$ cat src/dxt_pkg.sv
package dxt_pkg;

  localparam int MAX_DIM_DEF = 4096;
  localparam int QUEUE_DEPTH_DEF = 2;

  localparam logic [1:0] FMT_DXT1 = 2'd0;
  localparam logic [1:0] FMT_DXT3 = 2'd1;
  localparam logic [1:0] FMT_DXT5 = 2'd2;

  typedef enum logic [1:0] {
    REG_FORMAT = 2'd0,
    REG_WIDTH  = 2'd1,
    REG_HEIGHT = 2'd2
  } reg_idx_e;

  typedef struct packed {
    logic [7:0] r;
    logic [7:0] g;
    logic [7:0] b;
  } rgb_t;

  typedef struct packed {
    logic [1:0]  fmt;
    logic [12:0] width;
    logic [12:0] height;
  } cfg_t;

  typedef struct packed {
    logic [1:0]       fmt;
    logic             four;
    rgb_t [3:0]       pal;
    logic [7:0][7:0]  atab;
    logic [31:0]      cidx;
    logic [63:0]      ablk;
    logic [9:0]       col;
    logic [9:0]       row;
    logic [15:0]      mask;
  } job_t;

endpackage

$ cat src/dxt_front.sv
module dxt_front #(
  parameter int MAX_DIM = dxt_pkg::MAX_DIM_DEF
) (
  input  logic               clk_i,
  input  logic               rst_ni,
  input  dxt_pkg::cfg_t      cfg_i,
  input  logic               in_valid_i,
  output logic               in_ready_o,
  input  logic [63:0]        color_block_i,
  input  logic [63:0]        alpha_block_i,
  input  logic [9:0]         block_col_i,
  input  logic [9:0]         block_row_i,
  output logic               push_o,
  input  logic               push_ready_i,
  output dxt_pkg::job_t      job_o
);

  localparam logic [28:0] W5_K = 29'd8625630;
  localparam logic [28:0] W6_K = 29'd4244475;
  localparam int DIV3_K = 683;
  localparam int DIV7_K = 2341;
  localparam int DIV5_K = 3277;
  localparam logic [12:0] DIM_MAX = 13'(MAX_DIM);

  function automatic logic [7:0] widen5(input logic [4:0] v);
    logic [28:0] p;
    p = 29'(v) * W5_K;
    return p[27:20];
  endfunction

  function automatic logic [7:0] widen6(input logic [5:0] v);
    logic [28:0] p;
    p = 29'(v) * W6_K;
    return p[27:20];
  endfunction

  function automatic logic [7:0] third(input logic [7:0] a, input logic [7:0] b);
    logic [19:0] p;
    p = 20'(a) * 20'(2 * DIV3_K) + 20'(b) * 20'(DIV3_K);
    return p[18:11];
  endfunction

  logic             s1_valid_q, s1_valid_d;
  logic             accept;
  logic [1:0]       fmt_q;
  logic             four_q;
  dxt_pkg::rgb_t    e0_q, e1_q;
  logic [31:0]      cidx_q;
  logic [63:0]      ablk_q;
  logic [9:0]       col_q, row_q;
  logic [15:0]      mask_q, mask_d;
  logic             four_d;
  logic [12:0]      w_eff, h_eff;
  logic [3:0]       col_ok, row_ok;
  logic [15:0]      c0, c1;

  assign accept     = in_valid_i && in_ready_o;
  assign in_ready_o = !s1_valid_q || push_ready_i;
  assign push_o     = s1_valid_q && push_ready_i;

  assign c0 = color_block_i[15:0];
  assign c1 = color_block_i[31:16];
  assign w_eff = (cfg_i.width > DIM_MAX) ? DIM_MAX : cfg_i.width;
  assign h_eff = (cfg_i.height > DIM_MAX) ? DIM_MAX : cfg_i.height;

  always_comb begin
    four_d = (cfg_i.fmt == dxt_pkg::FMT_DXT3) || (cfg_i.fmt == dxt_pkg::FMT_DXT5) || (c0 > c1);
    for (int j = 0; j < 4; j++) begin
      col_ok[j] = {1'b0, block_col_i, 2'(j)} < w_eff;
      row_ok[j] = {1'b0, block_row_i, 2'(j)} < h_eff;
    end
    for (int k = 0; k < 16; k++) begin
      mask_d[k] = col_ok[k % 4] && row_ok[k / 4];
    end
  end

  always_comb begin
    s1_valid_d = s1_valid_q;
    if (accept) begin
      s1_valid_d = 1'b1;
    end else if (push_o) begin
      s1_valid_d = 1'b0;
    end
  end

  always_ff @(posedge clk_i or negedge rst_ni) begin
    if (!rst_ni) begin
      s1_valid_q <= 1'b0;
    end else begin
      s1_valid_q <= s1_valid_d;
    end
  end

  always_ff @(posedge clk_i) begin
    if (accept) begin
      fmt_q   <= cfg_i.fmt;
      four_q  <= four_d;
      e0_q.r  <= widen5(c0[15:11]);
      e0_q.g  <= widen6(c0[10:5]);
      e0_q.b  <= widen5(c0[4:0]);
      e1_q.r  <= widen5(c1[15:11]);
      e1_q.g  <= widen6(c1[10:5]);
      e1_q.b  <= widen5(c1[4:0]);
      cidx_q  <= color_block_i[63:32];
      ablk_q  <= alpha_block_i;
      col_q   <= block_col_i;
      row_q   <= block_row_i;
      mask_q  <= mask_d;
    end
  end

  // palette from the widened endpoints, alpha table from the alpha endpoints
  logic [7:0]  a0, a1;
  logic [8:0]  sum_r, sum_g, sum_b;
  logic [21:0] ap;

  assign a0 = ablk_q[7:0];
  assign a1 = ablk_q[15:8];
  assign sum_r = {1'b0, e0_q.r} + {1'b0, e1_q.r};
  assign sum_g = {1'b0, e0_q.g} + {1'b0, e1_q.g};
  assign sum_b = {1'b0, e0_q.b} + {1'b0, e1_q.b};

  always_comb begin
    ap = '0;
    job_o.fmt    = fmt_q;
    job_o.four   = four_q;
    job_o.pal[0] = e0_q;
    job_o.pal[1] = e1_q;
    if (four_q) begin
      job_o.pal[2].r = third(e0_q.r, e1_q.r);
      job_o.pal[2].g = third(e0_q.g, e1_q.g);
      job_o.pal[2].b = third(e0_q.b, e1_q.b);
      job_o.pal[3].r = third(e1_q.r, e0_q.r);
      job_o.pal[3].g = third(e1_q.g, e0_q.g);
      job_o.pal[3].b = third(e1_q.b, e0_q.b);
    end else begin
      job_o.pal[2].r = sum_r[8:1];
      job_o.pal[2].g = sum_g[8:1];
      job_o.pal[2].b = sum_b[8:1];
      job_o.pal[3]   = '0;
    end
    job_o.atab[0] = a0;
    job_o.atab[1] = a1;
    for (int i = 2; i < 8; i++) begin
      if (a0 > a1) begin
        ap = 22'(a0) * 22'((8 - i) * DIV7_K) + 22'(a1) * 22'((i - 1) * DIV7_K);
        job_o.atab[i] = ap[21:14];
      end else if (i < 6) begin
        ap = 22'(a0) * 22'((6 - i) * DIV5_K) + 22'(a1) * 22'((i - 1) * DIV5_K);
        job_o.atab[i] = ap[21:14];
      end else begin
        job_o.atab[i] = (i == 6) ? 8'd0 : 8'd255;
      end
    end
    job_o.cidx = cidx_q;
    job_o.ablk = ablk_q;
    job_o.col  = col_q;
    job_o.row  = row_q;
    job_o.mask = mask_q;
  end

endmodule

$ cat src/dxt_fifo.sv
module dxt_fifo #(
  parameter int DEPTH = dxt_pkg::QUEUE_DEPTH_DEF
) (
  input  logic          clk_i,
  input  logic          rst_ni,
  input  logic          push_i,
  output logic          push_ready_o,
  input  dxt_pkg::job_t data_i,
  input  logic          pop_i,
  output logic          valid_o,
  output dxt_pkg::job_t data_o
);

  localparam int PTR_W = (DEPTH > 1) ? $clog2(DEPTH) : 1;
  localparam int CNT_W = $clog2(DEPTH + 1);
  localparam logic [PTR_W-1:0] PTR_LAST = PTR_W'(DEPTH - 1);
  localparam logic [CNT_W-1:0] CNT_FULL = CNT_W'(DEPTH);

  dxt_pkg::job_t    mem_q [DEPTH];
  logic [PTR_W-1:0] wr_ptr_q, wr_ptr_d, rd_ptr_q, rd_ptr_d;
  logic [CNT_W-1:0] count_q, count_d;
  logic             do_push, do_pop;

  assign push_ready_o = count_q != CNT_FULL;
  assign valid_o      = count_q != '0;
  assign data_o       = mem_q[rd_ptr_q];
  assign do_push      = push_i && push_ready_o;
  assign do_pop       = pop_i && valid_o;

  always_comb begin
    wr_ptr_d = wr_ptr_q;
    rd_ptr_d = rd_ptr_q;
    count_d  = count_q;
    if (do_push) begin
      wr_ptr_d = (wr_ptr_q == PTR_LAST) ? '0 : wr_ptr_q + 1'b1;
    end
    if (do_pop) begin
      rd_ptr_d = (rd_ptr_q == PTR_LAST) ? '0 : rd_ptr_q + 1'b1;
    end
    if (do_push && !do_pop) begin
      count_d = count_q + 1'b1;
    end else if (do_pop && !do_push) begin
      count_d = count_q - 1'b1;
    end
  end

  always_ff @(posedge clk_i or negedge rst_ni) begin
    if (!rst_ni) begin
      wr_ptr_q <= '0;
      rd_ptr_q <= '0;
      count_q  <= '0;
    end else begin
      wr_ptr_q <= wr_ptr_d;
      rd_ptr_q <= rd_ptr_d;
      count_q  <= count_d;
    end
  end

  always_ff @(posedge clk_i) begin
    if (do_push) begin
      mem_q[wr_ptr_q] <= data_i;
    end
  end

  assert property (@(posedge clk_i) disable iff (!rst_ni) count_q <= CNT_FULL)
    else $error("queue count above depth");

  assert property (@(posedge clk_i) disable iff (!rst_ni)
    do_pop && !do_push |=> count_q == $past(count_q) - 1'b1)
    else $error("queue count lost on pop");

endmodule

$ cat src/dxt_back.sv
module dxt_back (
  input  logic          clk_i,
  input  logic          rst_ni,
  input  logic          head_valid_i,
  input  dxt_pkg::job_t head_i,
  output logic          pop_o,
  output logic          out_valid_o,
  input  logic          out_ready_i,
  output logic [11:0]   texel_x_o,
  output logic [11:0]   texel_y_o,
  output logic [7:0]    red_o,
  output logic [7:0]    green_o,
  output logic [7:0]    blue_o,
  output logic [7:0]    alpha_o,
  output logic          last_o
);

  dxt_pkg::job_t cur_q;
  logic          cur_valid_q, cur_valid_d;
  logic [15:0]   rem_q, rem_d, rem_clr;
  logic [3:0]    sel;
  logic          emit, done, cur_free, load;
  logic [1:0]    cidx [16];
  logic [2:0]    aidx [16];
  logic [3:0]    anib [16];
  logic [1:0]    ci;
  dxt_pkg::rgb_t col;
  logic [7:0]    alpha_d;

  logic          out_valid_q;
  logic [11:0]   x_q, y_q;
  logic [7:0]    r_q, g_q, b_q, a_q;
  logic          last_q;

  // lowest texel still to send
  always_comb begin
    sel = '0;
    for (int k = 15; k >= 0; k--) begin
      if (rem_q[k]) begin
        sel = 4'(k);
      end
    end
  end

  assign rem_clr  = rem_q & ~(16'd1 << sel);
  assign emit     = cur_valid_q && (!out_valid_q || out_ready_i);
  assign done     = emit && (rem_clr == '0);
  assign cur_free = !cur_valid_q || done;
  assign pop_o    = head_valid_i && ((head_i.mask == '0) || cur_free);
  assign load     = head_valid_i && (head_i.mask != '0) && cur_free;

  always_comb begin
    for (int k = 0; k < 16; k++) begin
      cidx[k] = cur_q.cidx[2*k +: 2];
      aidx[k] = cur_q.ablk[16 + 3*k +: 3];
      anib[k] = cur_q.ablk[4*k +: 4];
    end
  end

  assign ci  = cidx[sel];
  assign col = cur_q.pal[ci];

  always_comb begin
    unique case (cur_q.fmt)
      dxt_pkg::FMT_DXT3: alpha_d = {anib[sel], anib[sel]};
      dxt_pkg::FMT_DXT5: alpha_d = cur_q.atab[aidx[sel]];
      default:           alpha_d = (ci == 2'd3 && !cur_q.four) ? 8'd0 : 8'd255;
    endcase
  end

  always_comb begin
    cur_valid_d = cur_valid_q;
    rem_d       = rem_q;
    if (load) begin
      cur_valid_d = 1'b1;
      rem_d       = head_i.mask;
    end else if (done) begin
      cur_valid_d = 1'b0;
      rem_d       = '0;
    end else if (emit) begin
      rem_d = rem_clr;
    end
  end

  always_ff @(posedge clk_i or negedge rst_ni) begin
    if (!rst_ni) begin
      cur_valid_q <= 1'b0;
      rem_q       <= '0;
      out_valid_q <= 1'b0;
    end else begin
      cur_valid_q <= cur_valid_d;
      rem_q       <= rem_d;
      if (emit) begin
        out_valid_q <= 1'b1;
      end else if (out_ready_i) begin
        out_valid_q <= 1'b0;
      end
    end
  end

  always_ff @(posedge clk_i) begin
    if (load) begin
      cur_q <= head_i;
    end
    if (emit) begin
      x_q    <= {cur_q.col, sel[1:0]};
      y_q    <= {cur_q.row, sel[3:2]};
      r_q    <= col.r;
      g_q    <= col.g;
      b_q    <= col.b;
      a_q    <= alpha_d;
      last_q <= rem_clr == '0;
    end
  end

  assign out_valid_o = out_valid_q;
  assign texel_x_o   = x_q;
  assign texel_y_o   = y_q;
  assign red_o       = r_q;
  assign green_o     = g_q;
  assign blue_o      = b_q;
  assign alpha_o     = a_q;
  assign last_o      = last_q;

  assert property (@(posedge clk_i) disable iff (!rst_ni) cur_valid_q |-> rem_q != '0)
    else $error("active block with no texels left");

  assert property (@(posedge clk_i) disable iff (!rst_ni)
    emit && (rem_clr != '0) |=> cur_valid_q && !$past(load))
    else $error("block dropped before its last texel");

  assert property (@(posedge clk_i) disable iff (!rst_ni) emit |=> out_valid_q)
    else $error("emitted texel not presented");

endmodule

$ cat src/dxt_block_texel_decoder.sv
// S3TC block decoder for DXT1, DXT3 and DXT5. A request carries one 4x4 block (colour and
// alpha halves) and its block column and row; the result channel delivers one RGBA texel per
// cycle unless it is stalled, in raster order inside the block, texels outside the configured
// image are dropped and the final texel of a block has last set. A front end widens the
// endpoints and builds the palette and alpha table, then hands the block to a small queue, so
// a new request is taken every cycle while the queue has room. The back end sends one texel per
// cycle unless the result channel stalls; a block sends its texels inside the image (all 16
// for an interior block) and one with none sends nothing. Registers: 0x0 format (0 DXT1,
// 1 DXT3, 2 DXT5, 3 as DXT1), 0x4 image width, 0x8 image height (reset 4096); change them
// only while no block is in flight.
module dxt_block_texel_decoder #(
  parameter int MAX_DIM     = dxt_pkg::MAX_DIM_DEF,
  parameter int QUEUE_DEPTH = dxt_pkg::QUEUE_DEPTH_DEF
) (
  input  logic        clk_i,
  input  logic        rst_ni,
  input  logic        psel,
  input  logic        penable,
  input  logic        pwrite,
  input  logic [3:0]  paddr,
  input  logic [31:0] pwdata,
  output logic [31:0] prdata,
  output logic        pready,
  input  logic        in_valid_i,
  output logic        in_ready_o,
  input  logic [63:0] color_block_i,
  input  logic [63:0] alpha_block_i,
  input  logic [9:0]  block_col_i,
  input  logic [9:0]  block_row_i,
  output logic        out_valid_o,
  input  logic        out_ready_i,
  output logic [11:0] texel_x_o,
  output logic [11:0] texel_y_o,
  output logic [7:0]  red_o,
  output logic [7:0]  green_o,
  output logic [7:0]  blue_o,
  output logic [7:0]  alpha_o,
  output logic        last_o
);

  logic [1:0]    fmt_q, fmt_d;
  logic [12:0]   width_q, width_d, height_q, height_d;
  logic          wr;
  dxt_pkg::cfg_t cfg;

  assign pready = 1'b1;
  assign wr     = psel && penable && pwrite && pready;

  always_comb begin
    fmt_d    = fmt_q;
    width_d  = width_q;
    height_d = height_q;
    if (wr) begin
      unique case (paddr[3:2])
        dxt_pkg::REG_FORMAT: fmt_d    = pwdata[1:0];
        dxt_pkg::REG_WIDTH:  width_d  = pwdata[12:0];
        dxt_pkg::REG_HEIGHT: height_d = pwdata[12:0];
        default:    ;
      endcase
    end
  end

  always_ff @(posedge clk_i or negedge rst_ni) begin
    if (!rst_ni) begin
      fmt_q    <= dxt_pkg::FMT_DXT1;
      width_q  <= 13'd4096;
      height_q <= 13'd4096;
    end else begin
      fmt_q    <= fmt_d;
      width_q  <= width_d;
      height_q <= height_d;
    end
  end

  always_comb begin
    unique case (paddr[3:2])
      dxt_pkg::REG_FORMAT: prdata = {30'd0, fmt_q};
      dxt_pkg::REG_WIDTH:  prdata = {19'd0, width_q};
      dxt_pkg::REG_HEIGHT: prdata = {19'd0, height_q};
      default:    prdata = '0;
    endcase
  end

  assign cfg.fmt    = fmt_q;
  assign cfg.width  = width_q;
  assign cfg.height = height_q;

  logic          push, push_ready, head_valid, pop;
  dxt_pkg::job_t job, head;

  dxt_front #(
    .MAX_DIM(MAX_DIM)
  ) u_front (
    .clk_i         (clk_i),
    .rst_ni        (rst_ni),
    .cfg_i         (cfg),
    .in_valid_i    (in_valid_i),
    .in_ready_o    (in_ready_o),
    .color_block_i (color_block_i),
    .alpha_block_i (alpha_block_i),
    .block_col_i   (block_col_i),
    .block_row_i   (block_row_i),
    .push_o        (push),
    .push_ready_i  (push_ready),
    .job_o         (job)
  );

  dxt_fifo #(
    .DEPTH(QUEUE_DEPTH)
  ) u_fifo (
    .clk_i        (clk_i),
    .rst_ni       (rst_ni),
    .push_i       (push),
    .push_ready_o (push_ready),
    .data_i       (job),
    .pop_i        (pop),
    .valid_o      (head_valid),
    .data_o       (head)
  );

  dxt_back u_back (
    .clk_i        (clk_i),
    .rst_ni       (rst_ni),
    .head_valid_i (head_valid),
    .head_i       (head),
    .pop_o        (pop),
    .out_valid_o  (out_valid_o),
    .out_ready_i  (out_ready_i),
    .texel_x_o    (texel_x_o),
    .texel_y_o    (texel_y_o),
    .red_o        (red_o),
    .green_o      (green_o),
    .blue_o       (blue_o),
    .alpha_o      (alpha_o),
    .last_o       (last_o)
  );

endmodule
$ cat config.mk
export PLATFORM = sky130hd
export DESIGN_NAME = dxt_block_texel_decoder
export DESIGN_NICKNAME = d
export VERILOG_FILES = /design/src/dxt_pkg.sv /design/src/dxt_front.sv /design/src/dxt_fifo.sv /design/src/dxt_back.sv /design/src/dxt_block_texel_decoder.sv
export SDC_FILE = /design/constraint.sdc
export NUM_CORES = 2
export LEC_CHECK = 0
export CAP_MARGIN = 5
export CORE_UTILIZATION = 50
export CTS_CLUSTER_SIZE = 8
export DETAILED_ROUTE_END_ITERATION = 7
export DONT_BUFFER_PORTS = 1
export SLEW_MARGIN = 40
export SYNTH_ARGS = -nofsm -noshare
export SYNTH_HDL_FRONTEND = slang
export SYNTH_SLANG_ARGS = --single-unit
$ cat constraint.sdc
create_clock -name clk_i -period 16.75 [get_ports clk_i]
set_clock_uncertainty 0.1 [all_clocks]
set_input_delay 0.8375 -clock clk_i [delete_from_list [all_inputs] [get_ports clk_i]]
set_output_delay 0.8375 -clock clk_i [all_outputs]
set_load 0.01 [all_outputs]
== Word-level counts from Yosys, hierarchy flattened ==
Memory sizes are Yosys's and may differ from the RTL's.
Cells that the tools add are included.

* Add/sub/neg operators: 23
* $mul: 38
* Divide/modulo/power cells: 0
* $lt $le $gt $ge: 15
* Equal/unequal tests: 8
* Shifts and indexed selects: 1
* Mux-type cells: 56
* Bitwise operators: 3
* Reduce and logical (&&, ||, !) cells: 55

{| class="wikitable"
|+ Operators with widths
! kind !! number
|-
| 8-bit by 12-bit multiplier with 20-bit output (second input constant) || 12
|-
| 8-bit by 10-bit multiplier with 18-bit output (second input constant) || 12
|-
| 19-bit by 18-bit adder with 19-bit output || 6
|-
| 5-bit by 23-bit multiplier with 27-bit output (second input constant) || 4
|-
| 12-bit by 13-bit less-than comparator with 1-bit output || 8
|-
| 8-bit by 14-bit multiplier with 22-bit output (second input constant) || 4
|-
| 8-bit by 13-bit multiplier with 21-bit output (second input constant) || 4
|-
| 4-bit 2-to-1 mux || 18
|-
| 21-bit by 22-bit adder with 22-bit output || 3
|-
| 22-bit by 21-bit adder with 22-bit output || 3
|-
| 8-bit 2-to-1 mux || 8
|-
| 6-bit by 23-bit multiplier with 28-bit output (second input constant) || 2
|-
| 24-bit binary-select mux with 2-bit select || 1
|-
| 16-bit 2-to-1 mux || 3
|-
| 48-bit 2-to-1 mux || 1
|-
| 20-bit by 22-bit adder with 22-bit output || 2
|-
| 22-bit by 20-bit adder with 22-bit output || 2
|-
| 13-bit case mux with 3 select lines || 1
|-
| 16-bit logical NOT || 2
|-
| 1-bit logical AND || 30
|-
| 8-bit by 8-bit adder with 9-bit output || 3
|-
| 13-bit greater-than comparator (second input constant) || 2
|-
| 13-bit 2-to-1 mux || 2
|-
| 8-bit binary-select mux with 3-bit select || 1
|-
| 30 further kinds || 65
|}

* Register bits: 570
* Bits in latches: 0
* Memory bits (writable): 590
* ROM bits: 0
* Bits of input ports: 191
* Output and inout bits: 92
* Word-level logic and storage cells: 256
* Memories: 1

{| class="wikitable"
|+ Memories
! memory !! words !! bits a word !! read ports !! clocked after memory_dff !! wr ports !! RTL line !! RTL
|-
| u_fifo.mem_q || 2 || 295 || 1 || 0 || 1 || dxt_fifo.sv:19 || <nowiki>dxt_pkg::job_t mem_q [DEPTH];</nowiki>
|}

== Logic depth before layout (Yosys ltp) ==
* Depth in word-level cells: 28
* Mapped depth: 31
* Depth with buffers taken out: 31

== Modules after synthesis ==
From an unflattened synthesis, not the netlist that was laid out.

* Cell total of the unflattened synthesis: 7587
* Area total of the unflattened synthesis: 93912.6 um2

{| class="wikitable"
|+ By module, submodules not included
! module !! instances !! cells each !! area an instance (um2) !! seq. area each (um2)
|-
| dxt_front || 1 || 5655 || 55923.6 || 5520.3
|-
| dxt_fifo || 1 || 936 || 22474.1 || 17817.1
|-
| dxt_back || 1 || 889 || 14127.3 || 10540.1
|-
| dxt_block_texel_decoder || 1 || 107 || 1387.6 || 703.2
|}

== Worst setup path after synthesis ==
Ideal clock, no wire load.

* Kind: register to register
* From: register u_fifo.count_q[0]
* To: memory u_fifo.mem_q[0][0] (netlist name), enable pin
* Setup time: 0.924 ns
* Data arrival time: 12.191 ns
* Data required time: 15.726 ns
* Slack: 3.535 ns
* Stages on the path, launching flop included: 4
* Buffers on the path: 0
* Clock period less this slack: 13.215 ns
* Cell sequence: dfrtp_1 nand2b_1 nand2_1 nor2_1

* Cells in the longest elaborated chain, start to end: 5

{| class="wikitable"
|+ RTL lines
! element !! RTL line !! RTL
|-
| start: declaration || dxt_fifo.sv:21 || <nowiki>logic [CNT_W-1:0] count_q, count_d;</nowiki>
|-
| start signal: assignment || dxt_fifo.sv:55 || <nowiki>count_q <= count_d;</nowiki>
|-
| 2-bit != test * || dxt_fifo.sv:24 || <nowiki>assign push_ready_o = count_q != CNT_FULL;</nowiki>
|-
| 1-bit logical AND || dxt_front.sv:59 || <nowiki>assign push_o = s1_valid_q && push_ready_i;</nowiki>
|-
| 1-bit logical AND * || dxt_fifo.sv:27 || <nowiki>assign do_push = push_i && push_ready_o;</nowiki>
|-
| 1-bit 2-to-1 mux * || dxt_fifo.sv:60 || <nowiki>if (do_push) begin</nowiki>
|-
| 1-bit 2-to-1 mux (implied by the code) * || dxt_fifo.sv:61 || <nowiki>mem_q[wr_ptr_q] <= data_i;</nowiki>
|-
| end: declaration || dxt_fifo.sv:19 ||
|}

Every way passes the cells marked *; elsewhere a longest branch is shown, timed or not.

==> qor.csv <==
stage,metric,value,unit
layout,fraction of layout instances using a drive strength above 1,8.520,%
synthesis,register area share after synthesis,36.15,%
layout,"most common cell after layout, fill and taps aside",ha_1,
worst_setup_path,reg-to-reg critical path startpoint,u_front.ablk_q[13],
worst_setup_path,WP data required,17.16,ns
timing,Final Critical Period,9.942,ns
floorplanning,Ports,283,
floorplanning,FP Rows,156,
worst_setup_path,CP most frequent cell,inv_1,
drt,drt first pass iters,8,
timing,worst relative slew slack,46.21,%
worst_setup_path,r2r setup slk,6.81,ns
layout,final core occ,55.55,%
worst_setup_path,WP data arrival,10.35,ns
worst_setup_path,Reg2Reg Capture Point,u_fifo.mem_q[1][179],
worst_setup_path,CP peak stage delay,0.72,ns
outcome,status,finished clean,
layout,Layout area overhead,9.999,%
synthesis,Post-synth EDFFs,1061,
placed_design,HPWL after DPL,168100,um
drt,residual DRC count,0,
grt,total global routing overflow,0,
hold_path,Hold Crit Class,in2reg,
placed_design,I/O Buffers,0,
clocking,CTS root buffer,clkbuf_16,
timing,endpoints failing setup,0,
flow_run,Max Cap Violations,0,
synthesis,yosys warns,0,
synthesis,Post-Synthesis Cell Area,91670,sq um
synthesis,"Async S/R FF share, synth",4.586,%
floorplanning,Core Region,181500,sq um
hold_path,hold depth,1,
worst_setup_path,crit path kind,reg2reg,
layout,Layout Nets,10253,
synthesis,Syn Area/Cell,12.07,sq um
synthesis,post-synthesis cell type count,100,
grt,pin count of the biggest net entering global routing,82,
clocking,Num CTS Buffers,160,
placed_design,routability cong.,0.9010,
floorplanning,die area,185100,sq um
grt,GR Util All Layers,24.13,%
drt,Avg WL per Cell,21.21,um
timing,RSZ-0062 raised after global routing,no,
synthesis,top_reg_cell synth,edfxtp_1,
layout,most frequent cells in the layout,"ha_1 (1432), inv_1 (1413), edfxtp_1 (1061)",
drt,Iter 0 DRT Violations,3174,
clocking,TritonCTS clock tree,built,
layout,diode count,0,
hold_path,hold_sp,pwdata[4],
drt,via count,56144,
worst_setup_path,worst r2r path cells,32,
clocking,clk_lat worst skew,0.84,ns
timing,Slew Limit Fails,0,
synthesis,Cells after Synth,7595,
timing,final hold slack,0.08822,ns
worst_setup_path,Worst path slowest cell,ha_1,
layout,Fillers,15195,
timing,final hold viol count,0,
worst_setup_path,Worst setup SP type,flop,
worst_setup_path,largest fanout on the critical path,16,
clocking,Clock Path Buffers,3,
timing,Slew @ Worst Pin,0.7968,ns
timing,final period utilization,59.35,%
drt,Final ANT Viol Nets,0,
floorplanning,die height,430.2,um
grt,first-pass GRT wire length,341700,um
grt,via count of the first global-routing pass,59445,
clocking,clk slew on worst S/H paths,0.05,ns
clocking,H-tree depth reported by CTS,4,
timing,Setup TNS Final,0,ns
drt,Routed WL,218300,um
floorplanning,Initial Util,50.50,%
drt,vias per std cell,5.455,
hold_path,Hold Path End,width_q[4],
worst_setup_path,crit end category,flop,
synthesis,synthesized flop and latch total,1112,
timing,fmax,100.6,MHz
grt,antenna violations before repair,9,
clocking,CTS Sinks,1112,
floorplanning,Chip Width,430.2,um
[state kept, by name (all words and copies together) (netlist names), 10 cells and up]
name	cells
u_front.job_o	48
u_front.cidx_q	32
u_front.mask_q	16
height_q	13
u_fifo.mem_q	558
u_back.cidx	32
u_back.texel_x_o	12
width_q	13
u_back.rem_q	16
u_back.aidx	48
u_back.cur_q	167
u_back.texel_y_o	12
u_front.ablk_q	64
u_back.anib	16
u_front.col_q	10
u_front.row_q	10
[through the flow]
stage | setup slack (ns) | instances | instance area [sq um]
6_report | 6.808 | 10293 | 100800
4_1_cts | 6.788 | 10293 | 100800
3_5_place_dp | 6.841 | 9941 | 94790
5_1_grt | 6.327 | 10293 | 100800
3_3_place_gp | 6.830 | 9940 | 94690
2_1_floorplan | 3.535 | 7613 | 91740
[final cells by class]
cell class / count / area, sq um / area share, %
Multi-Input combinational cell: 4969 / 52770 / 52.33
Sequential cell: 1112 / 33140 / 32.87
Clock buffer: 199 / 4150 / 4.116
Timing Repair Buffer: 200 / 1922 / 1.906
Tap cell: 2370 / 2965 / 2.941
Inverter: 1420 / 5339 / 5.295
Clock inverter: 23 / 544.3 / 0.5398
[layer usage]
layer	up-vias	wire length, um	global-route usage [%]
met4	2	4620	5.919
li1	26831	-	-
met1	27980	95860	31.85
met3	245	9003	3.074
met5	-	13	0
met2	1086	108800	42.00
[synth_stat cells, drive strengths merged, types with 19 or more instances]
library cell  number  area share [%]
fa               767              17
mux4              26            0.64
nand2            216            0.90
nor4              19            0.13
nor3             108            0.59
inv             1419             5.8
a21o             104            0.85
or2               33            0.23
xor2             111             1.1
clkbuf            49            0.20
a211oi            46            0.38
nand3             90            0.49
ha              1432              20
nand2b            73            0.50
and2              43            0.29
dfrtp             49             1.3
a21oi            249             1.4
o21bai            57            0.47
xnor2            226             2.2
nor2             268             1.1
nand4             21            0.14
o21a              45            0.37
a31o              19            0.18
and3              44            0.30
or3               38            0.27
mux2             292             3.6
buf               63            0.44
o22ai             34            0.24
edfxtp          1061              35
o21ai            192             1.1
nor2b             33            0.23
a31oi             29            0.20
mux2i             70            0.76
[kinds of logic (layout without fill, tap and decap cells)]
logic type / count (synthesis) / in the layout / synth area share [%]
flip-flops: 1112 / 1112 / 36.15
multiplexers: 388 / 388 / 4.990
adder cells (fa/ha/maj): 2199 / 2199 / 36.30
XOR/XNOR: 337 / 337 / 3.220
AO/OA/AOI/OAI: 984 / 984 / 7.186
other: 2 / 20 / 0.008193
buffers and inverters: 1532 / 1842 / 6.461
AND/OR/NAND/NOR: 1041 / 1041 / 5.688
[critical path, delay by kind of cell, from the launching register on]
kind                       cells  cell delay (ns)
AOI/OAI and AO/OA              5             1.72
buffers and inverters          9             1.11
muxes                          1             0.10
xor gates and xnor gates       4             0.84
DFF                            1             0.36
and+or+nand+nor                3             0.66
adders and majority gates     10             4.72
[worst max-delay path by stage]
stage	start	endpoint	slack (ns)	cells past startpoint
after floorplan	u_fifo.count_q[0]	u_fifo.mem_q[0][0]	3.54	3
final	u_front.ablk_q[13]	u_fifo.mem_q[1][179]	6.81	32
after CTS	u_front.ablk_q[14]	u_fifo.mem_q[1][179]	6.79	32
after global placement	u_front.ablk_q[13]	u_fifo.mem_q[0][179]	6.83	32
after global routing	u_front.ablk_q[14]	u_fifo.mem_q[1][179]	6.33	32
after detailed placement	u_front.ablk_q[13]	u_fifo.mem_q[1][179]	6.84	32
[timing repair]
item	in CTS	in global routing
hold endpoints to repair	186	0
hold buffers	130	0
resized for setup	0	0
buffers inserted	0	0
Power is not shown: default switching activity piles up to over one toggle a cycle in this logic, so the estimate is an artifact.
